`src/rtl/fully_assoc_cache_fifo_writeback_assert.svh`:
```
`ifndef FULLY_ASSOC_CACHE_FIFO_WRITEBACK_ASSERT_SVH
`define FULLY_ASSOC_CACHE_FIFO_WRITEBACK_ASSERT_SVH

// same-cycle implication
`define FACFW_ASSERT_NOW(label, clk, rst, ante, cons, msg) \
  label: assert property (@(posedge clk) disable iff (rst) (ante) |-> (cons)) \
    else $error(msg);

// next-cycle implication
`define FACFW_ASSERT_NEXT(label, clk, rst, ante, cons, msg) \
  label: assert property (@(posedge clk) disable iff (rst) (ante) |=> (cons)) \
    else $error(msg);

`endif

```
`src/rtl/facfw_pkg.sv`:
```
package facfw_pkg;

  localparam int LINES      = 256;
  localparam int ADDR_BITS  = 16;
  localparam int LINE_BITS  = $clog2(LINES);
  localparam int CNT_BITS   = 32;

  localparam int GROUP_SIZE  = 16;
  localparam int GROUP_BITS  = $clog2(GROUP_SIZE);
  localparam int GROUP_COUNT = (LINES + GROUP_SIZE - 1) / GROUP_SIZE;
  localparam int PAD_LINES   = GROUP_COUNT * GROUP_SIZE;

  typedef enum logic [2:0] {
    ST_IDLE,
    ST_LOOKUP,
    ST_REDUCE,
    ST_SELECT,
    ST_UPDATE
  } state_t;

  typedef struct packed {
    logic                 cmp_en;
    logic                 fill_en;
    logic                 mark_dirty;
    logic                 is_write;
    logic [ADDR_BITS-1:0] tag;
    logic [LINE_BITS-1:0] hit_index;
  } cell_ctl_t;

  typedef struct packed {
    logic                 hit;
    logic                 victim_dirty;
    logic [LINE_BITS-1:0] index;
  } lookup_t;

endpackage

```
`src/rtl/facfw_cell.sv`:
```
module facfw_cell (
  input  logic                            clk,
  input  logic                            rst,
  input  logic [facfw_pkg::LINE_BITS-1:0] index,
  input  facfw_pkg::cell_ctl_t            ctl,
  input  logic                            token_in,
  output logic                            token,
  output logic                            match,
  output logic                            victim_dirty
);

  logic [facfw_pkg::ADDR_BITS-1:0] line_tag;
  logic                            valid;
  logic                            dirty;

  always_ff @(posedge clk) begin
    if (rst) begin
      valid        <= 1'b0;
      dirty        <= 1'b0;
      token        <= (index == '0);
      match        <= 1'b0;
      victim_dirty <= 1'b0;
    end else begin
      if (ctl.cmp_en) begin
        match        <= valid && (line_tag == ctl.tag);
        victim_dirty <= dirty && token;
      end
      if (ctl.fill_en) begin
        // replacement token moves one cell down the ring per fill
        token <= token_in;
        if (token) begin
          valid <= 1'b1;
          dirty <= ctl.is_write;
        end
      end else if (ctl.mark_dirty && (ctl.hit_index == index)) begin
        dirty <= 1'b1;
      end
    end
  end

  always_ff @(posedge clk) begin
    if (ctl.fill_en && token) begin
      line_tag <= ctl.tag;
    end
  end

endmodule

```
`config.mk`:
```
export PLATFORM = sky130hd
export DESIGN_NAME = facfw_cell
export DESIGN_NICKNAME = d
export VERILOG_FILES = /design/src/rtl/fully_assoc_cache_fifo_writeback_assert.svh /design/src/rtl/facfw_pkg.sv /design/src/rtl/facfw_cell.sv
export SDC_FILE = /design/constraint.sdc
export NUM_CORES = 1
export LEC_CHECK = 0
export ABC_AREA = 1
export BUFFER_PORTS_ARGS = -buffer_cell sky130_fd_sc_hd__buf_2
export CAP_MARGIN = 20
export CORE_UTILIZATION = 51
export DETAILED_ROUTE_END_ITERATION = 16
export PLACE_DENSITY = 0.85
export SYNTH_ARGS = -nofsm -noshare
export SYNTH_HDL_FRONTEND = slang
export SYNTH_SLANG_ARGS = --single-unit
```
`constraint.sdc`:
```
create_clock -name clk -period 1.7 [get_ports clk]
set_input_delay 0.425 -clock clk [delete_from_list [all_inputs] [get_ports clk]]
set_output_delay 0.425 -clock clk [all_outputs]
set_load 0.03 [all_outputs]
```
==> impl_metrics.csv <==
group,metric,value,unit
critical_path,rrSetupSlack,570,ps
grt,grt_pass1_vias,963,
die,rows,16,
critical_path,critPathKind,"reg -> out",
layout,nNetsFinal,230,
die,die_area,2380,um2
timing,rsz0062_at_grt,"no",
critical_path,cp_max_fo,4,
layout,diodes,0,
clock_tree,cts_root_buf,"clkbuf_4",
outcome,status,"completed",
clock_tree,clkTransAtPathRegs,110,ps
layout,syn2layout_area_growth,24.4,%
synth,ys_ff_latch,21,
timing,period_share,81.2,%
route,drt-wirelength-per-cell,9.65,um
clock_tree,cts-hold-fix-buffers,0,
die,core_region_area,2000,um2
timing,maxSlewHeadroom,84.4,%
route,vias_per_cell,4.64,
clock_tree,cts_tree,"built",
critical_path,critical_path_arrival,960,ps
synth,synthDistinctLibCells,15,
critical_path,worst_ep_required_time,1270,ps
clock_tree,clk_path_buf_depth,2,
placed_design,portBuffers,41,
clock_tree,htree_levels,1,
clock_tree,clock_latency,300,ps
critical_path,endpoint_kind,"primary output",
synth,netlist_instances,144,
route,route.detailed.drc,0,
grt,grtUsageMet3,2.80,%
timing,timing.fmax,724,MHz
timing,slew_viol_final,0,
grt,grt_max_degree,18,
route,wl,2090,um
pwr,irDropWorstVdd,0.000501,V
grt,use_met2,37.5,%
timing,setup_viol,0,
critical_path,worst_r2r_path_depth,7,
layout,n_fill_cell,188,
critical_path,cp-endpoint,"token",
synth,yosys.area.top_type,"edfxtp_1",
layout,fin_cells,217,
grt,grt.busiest_layer,"met2",
route,dr.pass1.iters,4,
grt,grt_pass1_wl,3710,um
clock_tree,ctsResizeCount,0,
min_path,hold_class,"in -> reg",
die,die_width,48.8,um
route,drt_iter0_drc,9,
grt,grt_use_met1,22.9,%
synth,synth.area.top_cells,"edfxtp_1, nand2_1, inv_1",
pwr,power_density,716,nW/um2
critical_path,startpoint_type,"flip-flop",
layout,drive_above_1_share,25.8,%
critical_path,path_cells,"buf_2",
synth,avgSynthCellArea,7.77,um2
run,drv_cap,0,
clock_tree,clock_sinks,21,
grt,gr-usage-all-layers,20.6,%
route,antenna_left,0,
critical_path,timing.rr.start,"token",
grt,gr-total-overflow,0,
placed_design,dp.cells,213,
die,initial_core_util,55.9,%
timing,hold_viol,0,
critical_path,crit_path_top_delay_cell,"edfxtp_1",
placed_design,gp_congestion,0.724,
synth,yosys_warnings,0,
timing,worst_pin_slew,233,ps
clock_tree,cts_setup_buffers,0,
timing,setup_tns,0,ps
grt,grt_antenna_before_repair,0,
die,die_h,48.8,um
synth,synth_seq_area_share,52.8,%
clock_tree,cts-buffers-inserted,3,
critical_path,crit_path_start,"token",
synth,syn_area,1120,um2
critical_path,reg2reg_to,"dirty",
synth,synth_nets,183,
die,io-pin-count,42,
critical_path,cpPeakStageDelay,450,ps
pwr,leakage,0.727,nW
synth,synth_top_area_share,45.6,%
critical_path,cp_num_cells,1,
timing,skew,3.06,ps
critical_path,crit_family,"flip-flops",
critical_path,crit_buf_inv,1,
placed_design,place_hpwl,1750,um
timing,fin_crit,1380,ps
route,num_vias,1006,
[cell families (layout without fill, tap and decap cells)]
group                  count (synthesis)  after routing  share of synthesized area (%)
AO/OA/AOI/OAI                         16             16                           7.49
XOR/XNOR                               6              6                           4.70
buffers and inverters                 33             79                           11.1
flip-flops                            21             21                           52.8
AND/OR/NAND/NOR                       68             68                           23.9
[area by class of cell]
| type | count | area, um2 | area share (%) |
|---|---|---|---|
| tap | 27 | 33.8 | 2.43 |
| inverter | 33 | 124 | 8.90 |
| clock buffer | 4 | 26.3 | 1.89 |
| timing repair buffer | 42 | 213 | 15.3 |
| sequential | 21 | 591 | 42.4 |
| multi-input combinational | 90 | 404 | 29.0 |
[cells in the final DEF, fill, tap and decap left out, types with 3 or more instances in the layout]
cell type / count
xor2_1: 3
o21ai_1: 7
xnor2_1: 3
o21ai_0: 5
edfxtp_1: 17
a21oi_1: 3
clkbuf_4: 3
dfxtp_1: 4
buf_2: 41
nor2_1: 20
nand3_1: 6
inv_1: 31
nand2_1: 40
[cells in the mapped netlist, drive strengths merged]
library cell / n
xnor2: 3
dfxtp: 4
a21oi: 4
o21ai: 12
nor2: 21
nand2: 40
nand3: 6
inv: 33
xor2: 3
nor4: 1
edfxtp: 17
[worst min-delay path by stage]
stage | from | cells after the start | end | slack, ps
3_5_place_dp | valid | 2 | valid | 480
2_1_floorplan | valid | 2 | valid | 430
5_1_grt | ctl[23] | 1 | line_tag[15] | 310
6_report | ctl[23] | 1 | line_tag[15] | 310
3_3_place_gp | valid | 2 | valid | 450
4_1_cts | ctl[23] | 1 | line_tag[15] | 310
[state kept, by name (all words and copies together), names as in the netlist]
name,cells
line_tag,16
dirty,1
match,1
token,1
valid,1
victim_dirty,1
[where the power goes]
part	internal, mW	total, mW	switching [mW]
sequential	0.585	0.596	0.0110
combinational	0.0726	0.166	0.0931
clock	0.0914	0.234	0.143
[per-layer routing]
metal  share of wire (%)  routed length (um)
met5                   0                   0
met4                 2.4                  51
met3                 3.4                  72
met2                  52                1090
met1                  42                 879
[per-stage QoR]
step	utilization (%)	hold slack [ps]	total power, mW	area, um2	setup slack, ps
6_report	69.5	313	0.996	1390	319
4_1_cts	69.5	308	1.00	1390	307
3_5_place_dp	68.2	483	0.775	1370	479
2_1_floorplan	-	430	0.693	1120	331
3_3_place_gp	68.2	453	0.765	1370	523
5_1_grt	69.5	313	1.05	1390	278
No activity file was read; power rests on OpenSTA's default activity.
