==> config.mk <==
export PLATFORM = sky130hd
export DESIGN_NAME = facfw_reduce
export DESIGN_NICKNAME = d
export VERILOG_FILES = /design/src/rtl/fully_assoc_cache_fifo_writeback_assert.svh /design/src/rtl/facfw_pkg.sv /design/src/rtl/facfw_reduce.sv
export SDC_FILE = /design/constraint.sdc
export NUM_CORES = 1
export LEC_CHECK = 0
export ABC_AREA = 1
export BUFFER_PORTS_ARGS = -buffer_cell sky130_fd_sc_hd__buf_2
export CAP_MARGIN = 25
export CORE_AREA = 3 3 204 206
export CTS_CLUSTER_DIAMETER = 60
export DETAILED_ROUTE_END_ITERATION = 8
export DIE_AREA = 0 0 207 209
export HOLD_SLACK_MARGIN = 0.15
export SYNTH_ARGS = -nofsm -noshare
export SYNTH_HDL_FRONTEND = slang
export SYNTH_SLANG_ARGS = --single-unit
==> constraint.sdc <==
create_clock -name clk -period 2.7 [get_ports clk]
set_input_delay 0.135 -clock clk [delete_from_list [all_inputs] [get_ports clk]]
set_output_delay 0.135 -clock clk [all_outputs]
set_load 0.005 [all_outputs]
==> src/rtl/fully_assoc_cache_fifo_writeback_assert.svh <==
`ifndef FULLY_ASSOC_CACHE_FIFO_WRITEBACK_ASSERT_SVH
`define FULLY_ASSOC_CACHE_FIFO_WRITEBACK_ASSERT_SVH

// same-cycle implication
`define FACFW_ASSERT_NOW(label, clk, rst, ante, cons, msg) \
  label: assert property (@(posedge clk) disable iff (rst) (ante) |-> (cons)) \
    else $error(msg);

// next-cycle implication
`define FACFW_ASSERT_NEXT(label, clk, rst, ante, cons, msg) \
  label: assert property (@(posedge clk) disable iff (rst) (ante) |=> (cons)) \
    else $error(msg);

`endif

==> src/rtl/facfw_pkg.sv <==
package facfw_pkg;

  localparam int LINES      = 256;
  localparam int ADDR_BITS  = 16;
  localparam int LINE_BITS  = $clog2(LINES);
  localparam int CNT_BITS   = 32;

  localparam int GROUP_SIZE  = 16;
  localparam int GROUP_BITS  = $clog2(GROUP_SIZE);
  localparam int GROUP_COUNT = (LINES + GROUP_SIZE - 1) / GROUP_SIZE;
  localparam int PAD_LINES   = GROUP_COUNT * GROUP_SIZE;

  typedef enum logic [2:0] {
    ST_IDLE,
    ST_LOOKUP,
    ST_REDUCE,
    ST_SELECT,
    ST_UPDATE
  } state_t;

  typedef struct packed {
    logic                 cmp_en;
    logic                 fill_en;
    logic                 mark_dirty;
    logic                 is_write;
    logic [ADDR_BITS-1:0] tag;
    logic [LINE_BITS-1:0] hit_index;
  } cell_ctl_t;

  typedef struct packed {
    logic                 hit;
    logic                 victim_dirty;
    logic [LINE_BITS-1:0] index;
  } lookup_t;

endpackage

==> src/rtl/facfw_reduce.sv <==
module facfw_reduce (
  input  logic                        clk,
  input  logic [facfw_pkg::LINES-1:0] match,
  input  logic [facfw_pkg::LINES-1:0] victim_dirty,
  output facfw_pkg::lookup_t          result
);

  logic [facfw_pkg::PAD_LINES-1:0]  match_pad;
  logic [facfw_pkg::PAD_LINES-1:0]  dirty_pad;

  logic [facfw_pkg::GROUP_COUNT-1:0] grp_hit_next;
  logic [facfw_pkg::GROUP_COUNT-1:0] grp_dirty_next;
  logic [facfw_pkg::GROUP_BITS-1:0]  grp_off_next [facfw_pkg::GROUP_COUNT];

  logic [facfw_pkg::GROUP_COUNT-1:0] grp_hit;
  logic [facfw_pkg::GROUP_COUNT-1:0] grp_dirty;
  logic [facfw_pkg::GROUP_BITS-1:0]  grp_off [facfw_pkg::GROUP_COUNT];

  facfw_pkg::lookup_t result_next;

  assign match_pad = facfw_pkg::PAD_LINES'(match);
  assign dirty_pad = facfw_pkg::PAD_LINES'(victim_dirty);

  // first level: lowest match inside each group of lines
  always_comb begin
    for (int g = 0; g < facfw_pkg::GROUP_COUNT; g++) begin
      grp_hit_next[g]   = 1'b0;
      grp_off_next[g]   = '0;
      grp_dirty_next[g] = |dirty_pad[g*facfw_pkg::GROUP_SIZE +: facfw_pkg::GROUP_SIZE];
      for (int k = facfw_pkg::GROUP_SIZE - 1; k >= 0; k--) begin
        if (match_pad[g*facfw_pkg::GROUP_SIZE + k]) begin
          grp_hit_next[g] = 1'b1;
          grp_off_next[g] = facfw_pkg::GROUP_BITS'(k);
        end
      end
    end
  end

  always_ff @(posedge clk) begin
    grp_hit   <= grp_hit_next;
    grp_dirty <= grp_dirty_next;
    grp_off   <= grp_off_next;
  end

  // second level: lowest group that matched
  always_comb begin
    result_next.hit          = |grp_hit;
    result_next.victim_dirty = |grp_dirty;
    result_next.index        = '0;
    for (int g = facfw_pkg::GROUP_COUNT - 1; g >= 0; g--) begin
      if (grp_hit[g]) begin
        result_next.index = facfw_pkg::LINE_BITS'(g * facfw_pkg::GROUP_SIZE)
                          + facfw_pkg::LINE_BITS'(grp_off[g]);
      end
    end
  end

  always_ff @(posedge clk) begin
    result <= result_next;
  end

endmodule

==> flow_summary.toml <==
[clock_network]
cts-htree-levels = 3
clkTransAtPathRegs_ns = 0.08
insertion_delay_ns = 0.35
clock-root-buffer = "clkbuf_16"
cts_max_path_buffers = 2
clock-sinks = 106
cts.repair.resized = 0
cts_tree = "built"
cts_buffers = 9

[min_path]
hold_class = "input pin to flip-flop"

[logic_synthesis]
yosysWarnings = 0
synth_cells = 1097
syn_area_um2 = 6614
yosysTopAreaCell = "dfxtp_1"
synth_compound_area_share_pct = 10.78
synth-xor-area-share_pct = 0
synth_fp_nets = 1610
synth_top_family_by_area = "simple AND/OR/NAND/NOR gates"
ys_seq_elements = 106
synth_seq_area_share_pct = 32.08
synth_mux_area_share_pct = 0
ys_types = 26
synth-adder-area-share_pct = 0
synth-simple-area-share_pct = 41.75
netlist_top_cells_area = "dfxtp_1 (32%), nand2_1 (16%), inv_1 (15%)"
syn_area_per_cell_um2 = 6.029
synth_top_area_share_pct = 32.08

[timing]
rsz0062_at_grt = "false"
relSlewSlack_pct = 49.71
fmax_mhz = 401.1
tightest_slew_ns = 0.7475
finalHoldViolCount = 0
finalCritPeriodShare_pct = 92.33
slew_viol_final = 0
setup_viol = 0
final.setup.tns_ns = 0
period_minus_slack_ns = 2.493
fin_skew_ns = 0.01364

[layout]
nets = 2365
register_area_um2 = 2122
n_fill_cell = 4351
multi_input_area_um2 = 3475
synthToLayoutAreaGrowth_pct = 87.65
final_layout_size_suffix_gt1_share_pct = 30.32
final_area_um2 = 12410

[floorplanning]
chipHeight_um = 209
io_pins = 523
die_w_um = 207
initial_utilization_pct = 16.61
coreArea_um2 = 39820
dieArea_um2 = 43260
num_rows = 73

[pwr]
peakVddDrop_mv = 0.2910
powerDensity_nw_per_um2 = 316.0
finalPower_w = 0.003921
power.leakage_nw = 6.570

[grt]
overflow = 0
antenna_found_initial = 6
grt_pass1_wl_um = 50660
grt_start_max_net_pins = 20
grt_pass1_vias = 10170
grtUsageTotal_pct = 14.56

[setup_path]
cp.arrival_ns = 2.72
path_class = "input pin to flip-flop"
startpoint_type = "input pin"
worstPathRequired_ns = 2.93
slowest_delay_ns = 0.70
crit_chain = "dlygate4sd3_1, buf_2, nor4_1, dlygate4sd3_1, nand3_1, dlygate4sd3_1"
cpMaxStageDelayCell = "dlygate4sd3_1"
critPathCaptureType = "flip-flop"
cp_max_fo = 2
cp_common_cell = "dlygate4sd3_1"

[placement]
place_congestion = 0.9110
dp_hpwl_um = 28340
io_buffer_count = 522
place_area_um2 = 9891

[run]
drv_cap = 0

[drt]
wire_per_inst_um = 14.00
first_iter_violations = 557
drc = 0
num_vias = 9896
antenna_left = 0
finalWirelength_um = 33400
detail_route.vias_per_cell = 4.149
drt_first_pass_iters = 5

[run_status]
status = "complete, no violations"
final timing paths:
| path | start | cells after the start | slack (ns) | endpoint |
|---|---|---|---|---|
| worst max-delay path | match[135] | 6 | 0.21 | grp_hit[8] |
| worst min-delay path | match[166] | 3 | 0.16 | grp_off[22] |
| worst max register to register | grp_hit[13] | 10 | 1.16 | result[1] |
| worst min register to register | grp_off[62] | 2 | 0.46 | result[2] |
where the power goes:
group | internal [W] | switching, W
clock network | 0.000651 | 0.000659
registers | 0.00160 | 0.0000179
logic | 0.000554 | 0.000437
total | 0.00281 | 0.00111
layer usage:
layer | GRT usage (%) | vias up | share of wire, %
met4 | 5.103 | 6 | 3.1
met5 | 0 | - | 0.12
li1 | - | 5077 | -
met1 | 17.54 | 4434 | 43
met3 | 2.102 | 56 | 4.5
met2 | 26.38 | 323 | 49
cell type report:
cell class	count	area share (%)
inverter	269	8.136
clock buffer	10	1.845
sequential	106	17.10
antenna	3	0.06049
clock inverter	6	0.4940
multi-input combinational	720	28.00
tap	525	5.293
timing repair buffer	746	39.08
metrics by stage:
| step | hold WS (ns) | setup slack (ns) | instances | utilization (%) |
|---|---|---|---|---|
| after floorplan | 0.2041 | 1.495 | 1097 | - |
| after global placement | 0.3049 | 1.154 | 2144 | 24.84 |
| after detailed placement | 0.3039 | 1.122 | 2144 | 24.84 |
| after CTS | 0.1505 | 0.2410 | 2382 | 31.15 |
| after global routing | 0.1791 | 0.1199 | 2385 | 31.16 |
| final | 0.1563 | 0.2071 | 2385 | 31.16 |
critical path, delay by kind of cell:
kind	cells	cell delay, ns
buf+inv	4	1.93
simple gates	2	0.66
sequential cells by signal, indices dropped and copies added (netlist names):
name	cells
grp_dirty	16
result	10
grp_hit	16
grp_off	64
layout by cell type (no fill, tap or decap):
cell type,netlist,final
a211oi_1,4,4
a21boi_0,11,11
a21oi_1,50,50
a221oi_1,6,6
a221oi_2,1,1
a22oi_1,3,3
a31oi_1,3,3
buf_2,0,522
buf_4,0,2
clkbuf_1,2,1
clkbuf_16,0,9
clkinv_4,0,1
clkinv_8,0,1
clkinvlp_4,0,1
dfxtp_1,106,106
diode_2,0,3
dlygate4sd3_1,0,222
inv_1,266,266
inv_2,3,3
inv_6,0,2
inv_8,0,1
nand2_1,282,282
nand3_1,73,73
nand4_1,22,22
nor2_1,96,96
nor2_2,3,3
nor3_1,24,24
nor4_1,96,96
o211ai_1,6,6
o21ai_0,2,2
o21ai_1,2,2
o21bai_1,1,1
o221a_2,1,1
o221ai_1,2,2
o311ai_0,16,16
or2_2,16,16
kinds of logic (layout without fill, tap and decap cells):
family | after synthesis | after routing
and+or+nand+nor | 612 | 612
buffers and inverters | 271 | 1031
AOI/OAI and AO/OA | 108 | 108
DFF | 106 | 106
other | 0 | 3
synthesized netlist by cell type, drive strengths merged:
master,number
a211oi,4
a21boi,11
a21oi,50
a221oi,7
a22oi,3
a31oi,3
clkbuf,2
dfxtp,106
inv,269
nand2,282
nand3,73
nand4,22
nor2,99
nor3,24
nor4,96
o211ai,6
o21ai,4
o21bai,1
o221a,1
o221ai,2
o311ai,16
or2,16
timing repair:
item / 4_1_cts / 5_1_grt
hold buffers: 222 / 0
buffers inserted: 0 / 0
endpoints found under the hold margin: 94 / 0
(Power assumes the default switching activity.)
